## src/sv/pica_pkg.sv

```systemverilog
`timescale 1ns / 1ps
`default_nettype none

package pica_pkg;

    // sizing
    localparam int CHANNELS  = 8;
    localparam int PIN_COUNT = 32;
    localparam int PIN_W     = 5;
    localparam int FLAG_W    = 8;
    localparam int CH_W      = 3;
    localparam int CH_IW     = (CHANNELS > 1) ? $clog2(CHANNELS) : 1;
    localparam int CNT_W     = $clog2(CHANNELS + 1);
    localparam int FLAG_EXT  = (CHANNELS > FLAG_W) ? CHANNELS : FLAG_W;

    typedef enum logic [1:0] {
        ACT_ENABLE,
        ACT_DISABLE,
        ACT_CLEAR,
        ACT_EVENT
    } t_action;

    typedef enum logic [1:0] {
        ST_DONE,
        ST_MAPPED,
        ST_FULL,
        ST_NOT_FOUND
    } t_status;

    typedef enum logic [1:0] {
        TOP_NONE,
        TOP_ALLOC,
        TOP_FREE,
        TOP_CLEAR
    } t_tbl_op;

    typedef enum logic [2:0] {
        S_IDLE,
        S_SCAN,
        S_APPLY,
        S_RES,
        S_EVT
    } t_state;

    typedef struct packed {
        t_action            action;
        logic [PIN_W-1:0]   pin;
        logic [FLAG_W-1:0]  event_flags;
    } t_in;

    typedef struct packed {
        t_status            status;
        logic [CH_W-1:0]    channel;
        logic [PIN_W-1:0]   pin_out;
        logic               irq_enabled;
        logic               last;
    } t_out;

    // table update from the sequencer
    typedef struct packed {
        t_tbl_op            op;
        logic [CH_IW-1:0]   idx;
        logic [PIN_W-1:0]   pin;
    } t_tbl_cmd;

    // table view seen by the sequencer
    typedef struct packed {
        logic [CHANNELS-1:0] used;
        logic                rd_used;
        logic [PIN_W-1:0]    rd_pin;
        logic                line;
        logic                full;
    } t_tbl_stat;

endpackage

`default_nettype wire

```

## src/sv/pica_tbl.sv

```systemverilog
`timescale 1ns / 1ps
`default_nettype none

module pica_tbl
    import pica_pkg::*;
(
    input  wire logic             i_clk,
    input  wire logic             i_rst_n,
    input  wire logic [CH_IW-1:0] i_rd_idx,
    input  wire t_tbl_cmd         i_cmd,
    output t_tbl_stat             o_stat
);

    logic [CHANNELS-1:0] r_used;
    logic [PIN_W-1:0]    r_pin [CHANNELS];
    logic [CNT_W-1:0]    r_count;
    logic                r_line;

    always_ff @(posedge i_clk) begin
        if (!i_rst_n) begin
            r_used  <= '0;
            r_count <= '0;
            r_line  <= 1'b0;
        end else begin
            case (i_cmd.op)
                TOP_ALLOC: begin
                    r_used[i_cmd.idx] <= 1'b1;
                    r_count           <= r_count + CNT_W'(1);
                    r_line            <= 1'b1;
                end
                TOP_FREE: begin
                    r_used[i_cmd.idx] <= 1'b0;
                    if (r_count != '0) begin
                        r_count <= r_count - CNT_W'(1);
                    end
                    // line drops once the last channel goes
                    if (r_count <= CNT_W'(1)) begin
                        r_line <= 1'b0;
                    end
                end
                TOP_CLEAR: begin
                    r_used  <= '0;
                    r_count <= '0;
                end
                default: begin
                end
            endcase
        end
    end

    // pin of a free channel is never looked at
    always_ff @(posedge i_clk) begin
        if (i_cmd.op == TOP_ALLOC) begin
            r_pin[i_cmd.idx] <= i_cmd.pin;
        end
    end

    always_comb begin
        o_stat.used    = r_used;
        o_stat.rd_used = r_used[i_rd_idx];
        o_stat.rd_pin  = r_pin[i_rd_idx];
        o_stat.line    = r_line;
        o_stat.full    = (r_count >= CNT_W'(CHANNELS));
    end

endmodule

`default_nettype wire

```

## src/sv/pica_ctrl.sv

```systemverilog
`timescale 1ns / 1ps
`default_nettype none

module pica_ctrl
    import pica_pkg::*;
(
    input  wire logic             i_clk,
    input  wire logic             i_rst_n,
    input  wire logic             i_in_valid,
    output logic                  o_in_stall,
    input  wire t_in              i_in,
    input  wire t_tbl_stat        i_stat,
    output t_tbl_cmd              o_cmd,
    output logic [CH_IW-1:0]      o_rd_idx,
    output logic                  o_push_valid,
    output t_out                  o_push_data,
    input  wire logic             i_can_take
);

    localparam logic [CH_IW-1:0] LAST_IDX = CH_IW'(CHANNELS - 1);

    t_state              r_state;
    t_state              n_state;
    t_action             r_act;
    logic [PIN_W-1:0]    r_pin;
    logic [CH_IW-1:0]    r_idx;
    logic [CHANNELS-1:0] r_hits;
    logic                r_found;
    logic [CH_IW-1:0]    r_found_idx;
    logic                r_free;
    logic [CH_IW-1:0]    r_free_idx;
    t_status             r_res_status;
    logic [CH_IW-1:0]    r_res_ch;
    logic [PIN_W-1:0]    r_res_pin;

    logic                accept;
    logic                pin_bad;
    logic [FLAG_EXT-1:0] flags_ext;
    logic [CHANNELS-1:0] hits_in;
    logic                hit;
    logic                scan_end;
    logic                evt_last;
    logic                evt_adv;
    t_tbl_op             apply_op;
    t_status             apply_status;
    logic [CH_IW-1:0]    apply_ch;

    assign accept    = i_in_valid && !o_in_stall;
    assign pin_bad   = (32'(i_in.pin) >= PIN_COUNT);
    assign flags_ext = FLAG_EXT'(i_in.event_flags);
    assign hits_in   = i_stat.used & flags_ext[CHANNELS-1:0];
    assign hit       = i_stat.rd_used && (i_stat.rd_pin == r_pin);
    assign scan_end  = hit || (r_idx == LAST_IDX);
    assign evt_last  = ((r_hits >> 1) == '0);
    assign evt_adv   = !r_hits[0] || i_can_take;

    // outcome of a finished scan
    always_comb begin
        apply_op     = TOP_NONE;
        apply_status = ST_NOT_FOUND;
        apply_ch     = '0;
        if (r_act == ACT_ENABLE) begin
            if (r_found) begin
                apply_status = ST_MAPPED;
                apply_ch     = r_found_idx;
            end else if (r_free && !i_stat.full) begin
                apply_op     = TOP_ALLOC;
                apply_status = ST_DONE;
                apply_ch     = r_free_idx;
            end else begin
                apply_status = ST_FULL;
            end
        end else if (r_found) begin
            apply_op     = TOP_FREE;
            apply_status = ST_DONE;
            apply_ch     = r_found_idx;
        end
    end

    // next state
    always_comb begin
        n_state = r_state;
        case (r_state)
            S_IDLE: begin
                if (accept) begin
                    case (i_in.action)
                        ACT_CLEAR: n_state = S_RES;
                        ACT_EVENT: n_state = (i_stat.line && hits_in != '0) ? S_EVT : S_IDLE;
                        default:   n_state = pin_bad ? S_RES : S_SCAN;
                    endcase
                end
            end
            S_SCAN: begin
                if (scan_end) begin
                    n_state = S_APPLY;
                end
            end
            S_APPLY: n_state = S_RES;
            S_RES: begin
                if (i_can_take) begin
                    n_state = S_IDLE;
                end
            end
            S_EVT: begin
                if (evt_adv && evt_last) begin
                    n_state = S_IDLE;
                end
            end
            default: n_state = S_IDLE;
        endcase
    end

    // outputs
    always_comb begin
        o_in_stall   = (r_state != S_IDLE);
        o_rd_idx     = r_idx;
        o_cmd.op     = TOP_NONE;
        o_cmd.idx    = apply_ch;
        o_cmd.pin    = r_pin;
        o_push_valid = 1'b0;
        o_push_data  = '{status: r_res_status, channel: CH_W'(r_res_ch), pin_out: r_res_pin,
                         irq_enabled: i_stat.line, last: 1'b1};
        case (r_state)
            S_IDLE: begin
                if (accept && i_in.action == ACT_CLEAR) begin
                    o_cmd.op = TOP_CLEAR;
                end
            end
            S_APPLY: o_cmd.op = apply_op;
            S_RES:   o_push_valid = 1'b1;
            S_EVT: begin
                o_push_valid = r_hits[0];
                o_push_data  = '{status: ST_DONE, channel: CH_W'(r_idx),
                                 pin_out: i_stat.rd_pin, irq_enabled: i_stat.line,
                                 last: evt_last};
            end
            default: begin
            end
        endcase
    end

    always_ff @(posedge i_clk) begin
        if (!i_rst_n) begin
            r_state <= S_IDLE;
        end else begin
            r_state <= n_state;
        end
    end

    always_ff @(posedge i_clk) begin
        case (r_state)
            S_IDLE: begin
                if (accept) begin
                    r_act        <= i_in.action;
                    r_pin        <= i_in.pin;
                    r_idx        <= '0;
                    r_found      <= 1'b0;
                    r_free       <= 1'b0;
                    r_hits       <= hits_in;
                    r_res_ch     <= '0;
                    r_res_status <= (i_in.action == ACT_CLEAR) ? ST_DONE : ST_NOT_FOUND;
                    r_res_pin    <= (i_in.action == ACT_CLEAR) ? '0 : i_in.pin;
                end
            end
            S_SCAN: begin
                if (hit) begin
                    r_found     <= 1'b1;
                    r_found_idx <= r_idx;
                end
                // remember the lowest free channel on the way
                if (!i_stat.rd_used && !r_free) begin
                    r_free     <= 1'b1;
                    r_free_idx <= r_idx;
                end
                r_idx <= r_idx + CH_IW'(1);
            end
            S_APPLY: begin
                r_res_status <= apply_status;
                r_res_ch     <= apply_ch;
            end
            S_EVT: begin
                if (evt_adv) begin
                    r_hits <= r_hits >> 1;
                    r_idx  <= r_idx + CH_IW'(1);
                end
            end
            default: begin
            end
        endcase
    end

    a_clear_answers: assert property (@(posedge i_clk) disable iff (!i_rst_n)
        (accept && i_in.action == ACT_CLEAR) |=> (r_state == S_RES))
        else $error("clear request did not go straight to its result");

    a_evt_mapped: assert property (@(posedge i_clk) disable iff (!i_rst_n)
        (r_state == S_EVT && o_push_valid) |-> i_stat.rd_used)
        else $error("event result for an unmapped channel");

    a_alloc_free: assert property (@(posedge i_clk) disable iff (!i_rst_n)
        (o_cmd.op == TOP_ALLOC) |-> !i_stat.used[o_cmd.idx])
        else $error("allocation into a channel already in use");

    a_res_holds: assert property (@(posedge i_clk) disable iff (!i_rst_n)
        (r_state == S_RES && !i_can_take) |=> (r_state == S_RES && $stable(r_res_status)))
        else $error("pending result lost while output is busy");

endmodule

`default_nettype wire

```

## src/sv/pin_interrupt_channel_allocator.sv

```systemverilog
`timescale 1ns / 1ps
`default_nettype none

// channel | direction | handshake                | payload
// in      | request   | i_in_valid / o_in_stall   | i_in  (t_in: action, pin, event_flags)
// out     | result    | o_out_valid / i_out_stall | o_out (t_out: status, channel, pin_out,
//         |           |                           |        irq_enabled, last)
//
// one request at a time; the sequencer scans the channel table one entry per cycle
// enable / disable: scan of k channels (1 to CHANNELS, stops on a match), then apply, then result
// clear: straight to the result; event: walks the channels from 0 up to the highest flagged mapped one
// reset clears the used bits, the count and the interrupt line at once, no clearing pass
// a stalled output register holds the sequencer; results are never dropped

module pin_interrupt_channel_allocator
    import pica_pkg::*;
(
    input  wire logic i_clk,
    input  wire logic i_rst_n,
    input  wire logic i_in_valid,
    output logic      o_in_stall,
    input  wire t_in  i_in,
    output logic      o_out_valid,
    input  wire logic i_out_stall,
    output t_out      o_out
);

    t_tbl_cmd         cmd;
    t_tbl_stat        stat;
    logic [CH_IW-1:0] rd_idx;
    logic             push_valid;
    t_out             push_data;
    logic             can_take;

    logic             r_out_valid;
    t_out             r_out;

    // output register frees up when empty or being taken this cycle
    assign can_take = !r_out_valid || !i_out_stall;

    // sequencer: accepts the request, walks the table, builds results
    pica_ctrl u_ctrl (
        .i_clk        (i_clk),
        .i_rst_n      (i_rst_n),
        .i_in_valid   (i_in_valid),
        .o_in_stall   (o_in_stall),
        .i_in         (i_in),
        .i_stat       (stat),
        .o_cmd        (cmd),
        .o_rd_idx     (rd_idx),
        .o_push_valid (push_valid),
        .o_push_data  (push_data),
        .i_can_take   (can_take)
    );

    // channel table: used bits, pins, used count, interrupt line
    pica_tbl u_tbl (
        .i_clk    (i_clk),
        .i_rst_n  (i_rst_n),
        .i_rd_idx (rd_idx),
        .i_cmd    (cmd),
        .o_stat   (stat)
    );

    // output register
    always_ff @(posedge i_clk) begin
        if (!i_rst_n) begin
            r_out_valid <= 1'b0;
        end else if (can_take) begin
            r_out_valid <= push_valid;
        end
    end

    always_ff @(posedge i_clk) begin
        if (can_take && push_valid) begin
            r_out <= push_data;
        end
    end

    assign o_out_valid = r_out_valid;
    assign o_out       = r_out;

endmodule

`default_nettype wire
```

## config.mk

```make
export PLATFORM = sky130hd
export DESIGN_NAME = pin_interrupt_channel_allocator
export DESIGN_NICKNAME = d
export VERILOG_FILES = /design/src/sv/pica_pkg.sv /design/src/sv/pica_tbl.sv /design/src/sv/pica_ctrl.sv /design/src/sv/pin_interrupt_channel_allocator.sv
export SDC_FILE = /design/constraint.sdc
export NUM_CORES = 1
export LEC_CHECK = 0
export ABC_AREA = 1
export BUFFER_PORTS_ARGS = -buffer_cell sky130_fd_sc_hd__buf_2
export CAP_MARGIN = 20
export CORE_ASPECT_RATIO = 1.1
export CORE_MARGIN = 1
export CORE_UTILIZATION = 40
export DETAILED_ROUTE_END_ITERATION = 12
export SYNTH_ARGS = -nofsm -noshare
export SYNTH_HDL_FRONTEND = slang
export SYNTH_HIERARCHICAL = 1
export SYNTH_SLANG_ARGS = --single-unit
```

## constraint.sdc

```tcl
create_clock -name i_clk -period 4 [get_ports i_clk]
set_input_delay 1.2 -clock i_clk [delete_from_list [all_inputs] [get_ports i_clk]]
set_output_delay 1.2 -clock i_clk [all_outputs]
set_load 0.005 [all_outputs]
```

-- Word-level counts from Yosys, hierarchy flattened
Memories as Yosys holds them, arrays and structs flattened. A register that Yosys moved wholly into a read port is not among the register bits.
Cells that the tools add are included.
- flip-flop bits (word level): 65
- memory bits (writable): 40
- input port bits: 19
- output and inout port bits: 14
- logic and storage cells: 146
- memories kept: 1
- memory list (name ; words ; width ; rd ports ; clocked after Yosys merged registers in ; write ports ; RTL line ; text):
    u_tbl.r_pin ; 8 ; 5 ; 1 ; 1 ; 1 ; pica_tbl.sv:15 ; logic [PIN_W-1:0] r_pin [CHANNELS];
- $add $sub $neg: 3
- magnitude comparators: 5
- equal/unequal tests: 20
- multiplexer cells: 50
- bitwise logic cells: 4
- reductions and logical operators: 42
- operator list (cell ; number):
    $mux W3 ; 12
    $pmux W8 S3 ; 1
    $mux W2 ; 9
    $and A8 B8 Y8 ; 2
    $mux W8 ; 2
    $ne A2 B1 Y1 const B ; 8
    $pmux W8 S2 ; 1
    $pmux W3 S5 ; 1
    $pmux W3 S2 ; 2
    $pmux W4 S3 ; 1
    $reduce_and A2 Y1 ; 6
    $reduce_and A3 Y1 ; 4
    $mux W1 ; 10
    $mux W10 ; 1
    $logic_and A1 B1 Y1 ; 9
    $pmux W3 S3 ; 1
    $reduce_bool A3 Y1 ; 3
    $eq A2 B2 Y1 const B ; 4
    $logic_not A8 Y1 ; 1
    $lt A3 B4 Y1 const B ; 2
    $not A8 Y8 ; 1
    $or A8 B8 Y8 ; 1
    $pmux W1 S2 ; 4
    $pmux W2 S2 ; 2
    other kinds (23) ; 36

-- Logic depth before layout (Yosys ltp)
- depth after elaboration: 13
- depth in mapped cells: 16
- mapped depth without buffers: 14

-- Cells and area by module
Netlist, hierarchy kept.
- modules (own cells, without submodules) (module ; instances ; cells an instance ; area an instance (um^2) ; seq. area each (um^2)):
    pica_tbl ; 1 ; 253 ; 2411.1 ; 1461.4
    pica_ctrl ; 1 ; 241 ; 2039.5 ; 1141.1
    pin_interrupt_channel_allocator ; 1 ; 18 ; 407.9 ; 380.4

-- Worst setup path after synthesis
Ideal clock, no wire load.
- path kind: in2reg
- start point: input port i_in_valid
- end point: memory u_tbl.r_pin[0][0] (enable)
- setup time: 0.340 ns
- arrival: 2.798 ns
- data required time: 3.660 ns
- setup slack: 0.862 ns
- cell stages on the path: 7
- buffers on the path: 1
- cell sequence: inv_1 nor2_1 nand2_1 o21ai_0 nand2_1 buf_2 nor2_1
- RTL lines (what ; RTL line ; text):
    start, declared ; pin_interrupt_channel_allocator.sv:20 ; input wire logic i_in_valid,
    end, declared ; pica_tbl.sv:15 ;

==> results.md <==
- Setup bufs post-CTS: 0
- Dpl hpwl: 7.479 mm
- Post-route setup TNS: 0 ns
- Post-synthesis async set-or-reset flop share: 0
- Status: finished, final reports clean
- Worst Path Max Fanout: 11
- Largest family of logic cells by synthesized area: simple AND/OR/NAND/NOR gates
- P&R area growth vs syn: 11.00%
- Adder-Cell Fraction of Synth Area: 0.01545
- Register area: 0.002983 mm^2
- Max_cap viols: 0
- Area occupied by multi-input gates: 0.001521 mm^2
- Seq cells post-synth: 105
- Routed via count: 3,462
- Routability cong.: 0.8428
- Commonest cells in the netlist: nand2_1, edfxtp_1, nor2_1, inv_1, o21ai_0
- Row cnt: 41
- Top Ports: 33
- DR WL/cell: 14.81 um
- Post-synthesis mux area share: 0
- Congestion Overflow GR: 0
- Final period util: 0.7851
- R2r setup slk: 1.12 ns
- Largest net degree at the start of global routing: 32
- Static leakage: 2.190 nW
- Worst VDD drop: 0.3261 mV
- Die W: 107.1 um
- Count of different cell masters after synthesis: 30
- Drt initial violations: 324
- CP Capture Type: flop
- CP Class: in -> reg
- Fin Hold WS: 0.5114 ns
- Initial antenna violation count: 0
- H-tree depth: 3
- EDFF count, synth: 88
- Longest Clk Path Bufs: 2
- Sequential area share after synthesis: 0.6140
- Port Buf Inserts: 32
- Total global-route track usage: 0.1755
- Root buffer cell: clkbuf_16
- Clk_skew: 0.009940 ns
- Max Fclk: 318.4 MHz
- Critical Path Start: i_in[13]
- Slew @ Worst Pin: 1.017 ns
- Min-Delay Startpoint: o_out_valid$_SDFFE_PN0P_
- Number of fill cells: 1,082
- Syn Nets: 537
- Area contributors post-synth: edfxtp_1, nand2_1, dfxtp_1, nor2_1, inv_1
- Clock Latency Late Sink: 0.36 ns
- Crit path time final: 3.140 ns
- Resize count post-CTS: 0
- R2R depth: 10
- Initial Util: 0.4172
- DR vias/cell: 4.981
- Main synth FF type: edfxtp_1
- Worst path arrival time: 3.14 ns
- Cell taking the most area after synthesis: edfxtp_1
- Hold Path Cell Cnt: 2
- Mean Syn Cell Area: 9.489 um^2
- Synth Area in Simple Gates: 0.1993
- Post-synthesis xor/xnor area fraction: 0
- Post-synthesis compound-gate area fraction: 0.09838
- Synth top area share: 0.5439
- Pins Over Slew Limit: 0
- Layout cells sized above 1: 0.1266
- Hold Crit Endpoint: o_out_valid$_SDFFE_PN0P_
- Remaining antenna violation count after routing: 0
- Ys Warns: 6
- FF-to-FF Start: u_ctrl/o_rd_idx[0]$_SDFFCE_PN0P_
- Reg-to-reg endpoint: u_ctrl/r_found_idx[2]$_DFFE_PP_
- Post-layout util: 0.4631
- Non-filler instance count after layout: 695
- Cts bufs inserted: 9
- Synth Cell Area: 0.004858 mm^2
- N_diodes: 0
- Core area: 0.01164 mm^2
- Syn Inst Count: 512
- PwrDens: 694.3 mW/mm^2
- Nets@finish: 565
- Die ar.: 0.01259 mm^2
- Final hold violations: 0
- Vias in the first global route: 3,165
- CTS tree: done
- Number of placed cells counting well taps: 679
- Residual DRC: 0
- Req. time, crit path: 4.00 ns
- Final wirelength: 10.29 mm
- Critical path launch point type: input port
- Most common cell in the netlist: nand2_1
- Pre-antenna DRT Iters: 5
- Hold Path Class: reg -> reg
- Worst slew margin: 0.3217
- First-pass GRT wire length: 16.55 mm
- CTS sink cnt: 105
- DIE HEIGHT: 117.6 um
- Final setup viols: 0
- RSZ-0062 raised after global routing: false
- CTS Hold Bufs: 0
- CTS clk-pin slew, worst paths: 0.07 ns
-- per-layer routing --
metal / wire length (um) / up-vias / track usage
met3: 463 / 8 / 0.03710
met4: 133 / 0 / 0.06592
met2: 4981 / 87 / 0.2762
li1: - / 1765 / -
met1: 4716 / 1602 / 0.2371
met5: 0 / - / 0
-- how the worst max path moves through the flow --
stage	end	slack, ns	depth (start not counted)
after floorplan	u_tbl/r_pin[0][0]$_DFFE_PP_	0.86	7
after global placement	u_tbl/r_pin[3][0]$_DFFE_PP_	0.65	7
after detailed placement	u_tbl/r_pin[6][4]$_DFFE_PP_	0.52	7
final	u_tbl/r_pin[6][0]$_DFFE_PP_	0.86	7
after global routing	u_tbl/r_pin[6][0]$_DFFE_PP_	0.77	7
after CTS	u_tbl/r_pin[6][0]$_DFFE_PP_	0.90	7
-- layout by cell type (no fill, tap or decap), drive strengths merged --
cell,Yosys,layout
a21oi,26,26
buf,16,34
clkbuf,1,10
clkinv,1,2
clkinvlp,0,1
dfxtp,17,17
edfxtp,88,88
ha,6,6
inv,59,63
nand2,124,124
nand3,24,24
nand4,1,1
nor2,82,82
nor3,2,2
o211ai,1,1
o21ai,51,51
o22ai,10,10
o31ai,1,1
or2,2,2
-- cell type report --
type                            count  area share
Clock buffer                       10     0.04432
Inverter                           60     0.04223
Clock inverter                      6     0.01090
Tap cell                          150     0.03480
Multi-Input combinational cell    330      0.2821
Timing Repair Buffer               34     0.03248
Sequential cell                   105      0.5531
-- cell families after synthesis --
kind of cell / Yosys count
AOI/OAI and AO/OA: 89
adders and majority gates: 6
and+or+nand+nor: 235
DFF: 105
buffers and inverters: 77
-- flip-flops by register name (all words and copies together), names as in the netlist --
register,count
u_ctrl/o_rd_idx,3
u_ctrl/r_free,1
u_ctrl/r_pin,5
o_out,12
u_ctrl/r_res_status,2
o_out_valid,1
u_ctrl/r_res_ch,3
u_ctrl/r_hits,8
u_tbl/r_pin,40
u_ctrl/r_free_idx,3
u_tbl/r_line,1
u_tbl/r_count,4
u_ctrl/r_res_pin,5
u_ctrl/r_state,3
u_ctrl/r_found,1
u_tbl/r_used,8
u_ctrl/r_act,2
u_ctrl/r_found_idx,3
-- power breakdown --
| part | total, W | switching, W | internal [W] |
|---|---|---|---|
| logic | 0.00115 | 0.000782 | 0.000370 |
| registers | 0.00171 | 0.000217 | 0.00150 |
| clock network | 0.000879 | 0.000423 | 0.000456 |
-- critical path, cell delays in order --
cell and delay (ns):
buf_2 0.11, or2_2 0.31, inv_1 0.20, nand2_1 0.11, o21ai_0 0.26, nand2_1 0.46
nor2_1 0.49
-- metrics by stage --
step                      cell area [um^2]  power [W]  worst slack (ns)
after global placement                5095   0.002859            0.6456
after floorplan                       4858   0.002585            0.8624
after detailed placement              5095   0.002881            0.5214
after CTS                             5393   0.003763            0.8964
after global routing                  5393   0.004020            0.7656
final                                 5393   0.003744            0.8596
(Power assumes the default switching activity.)
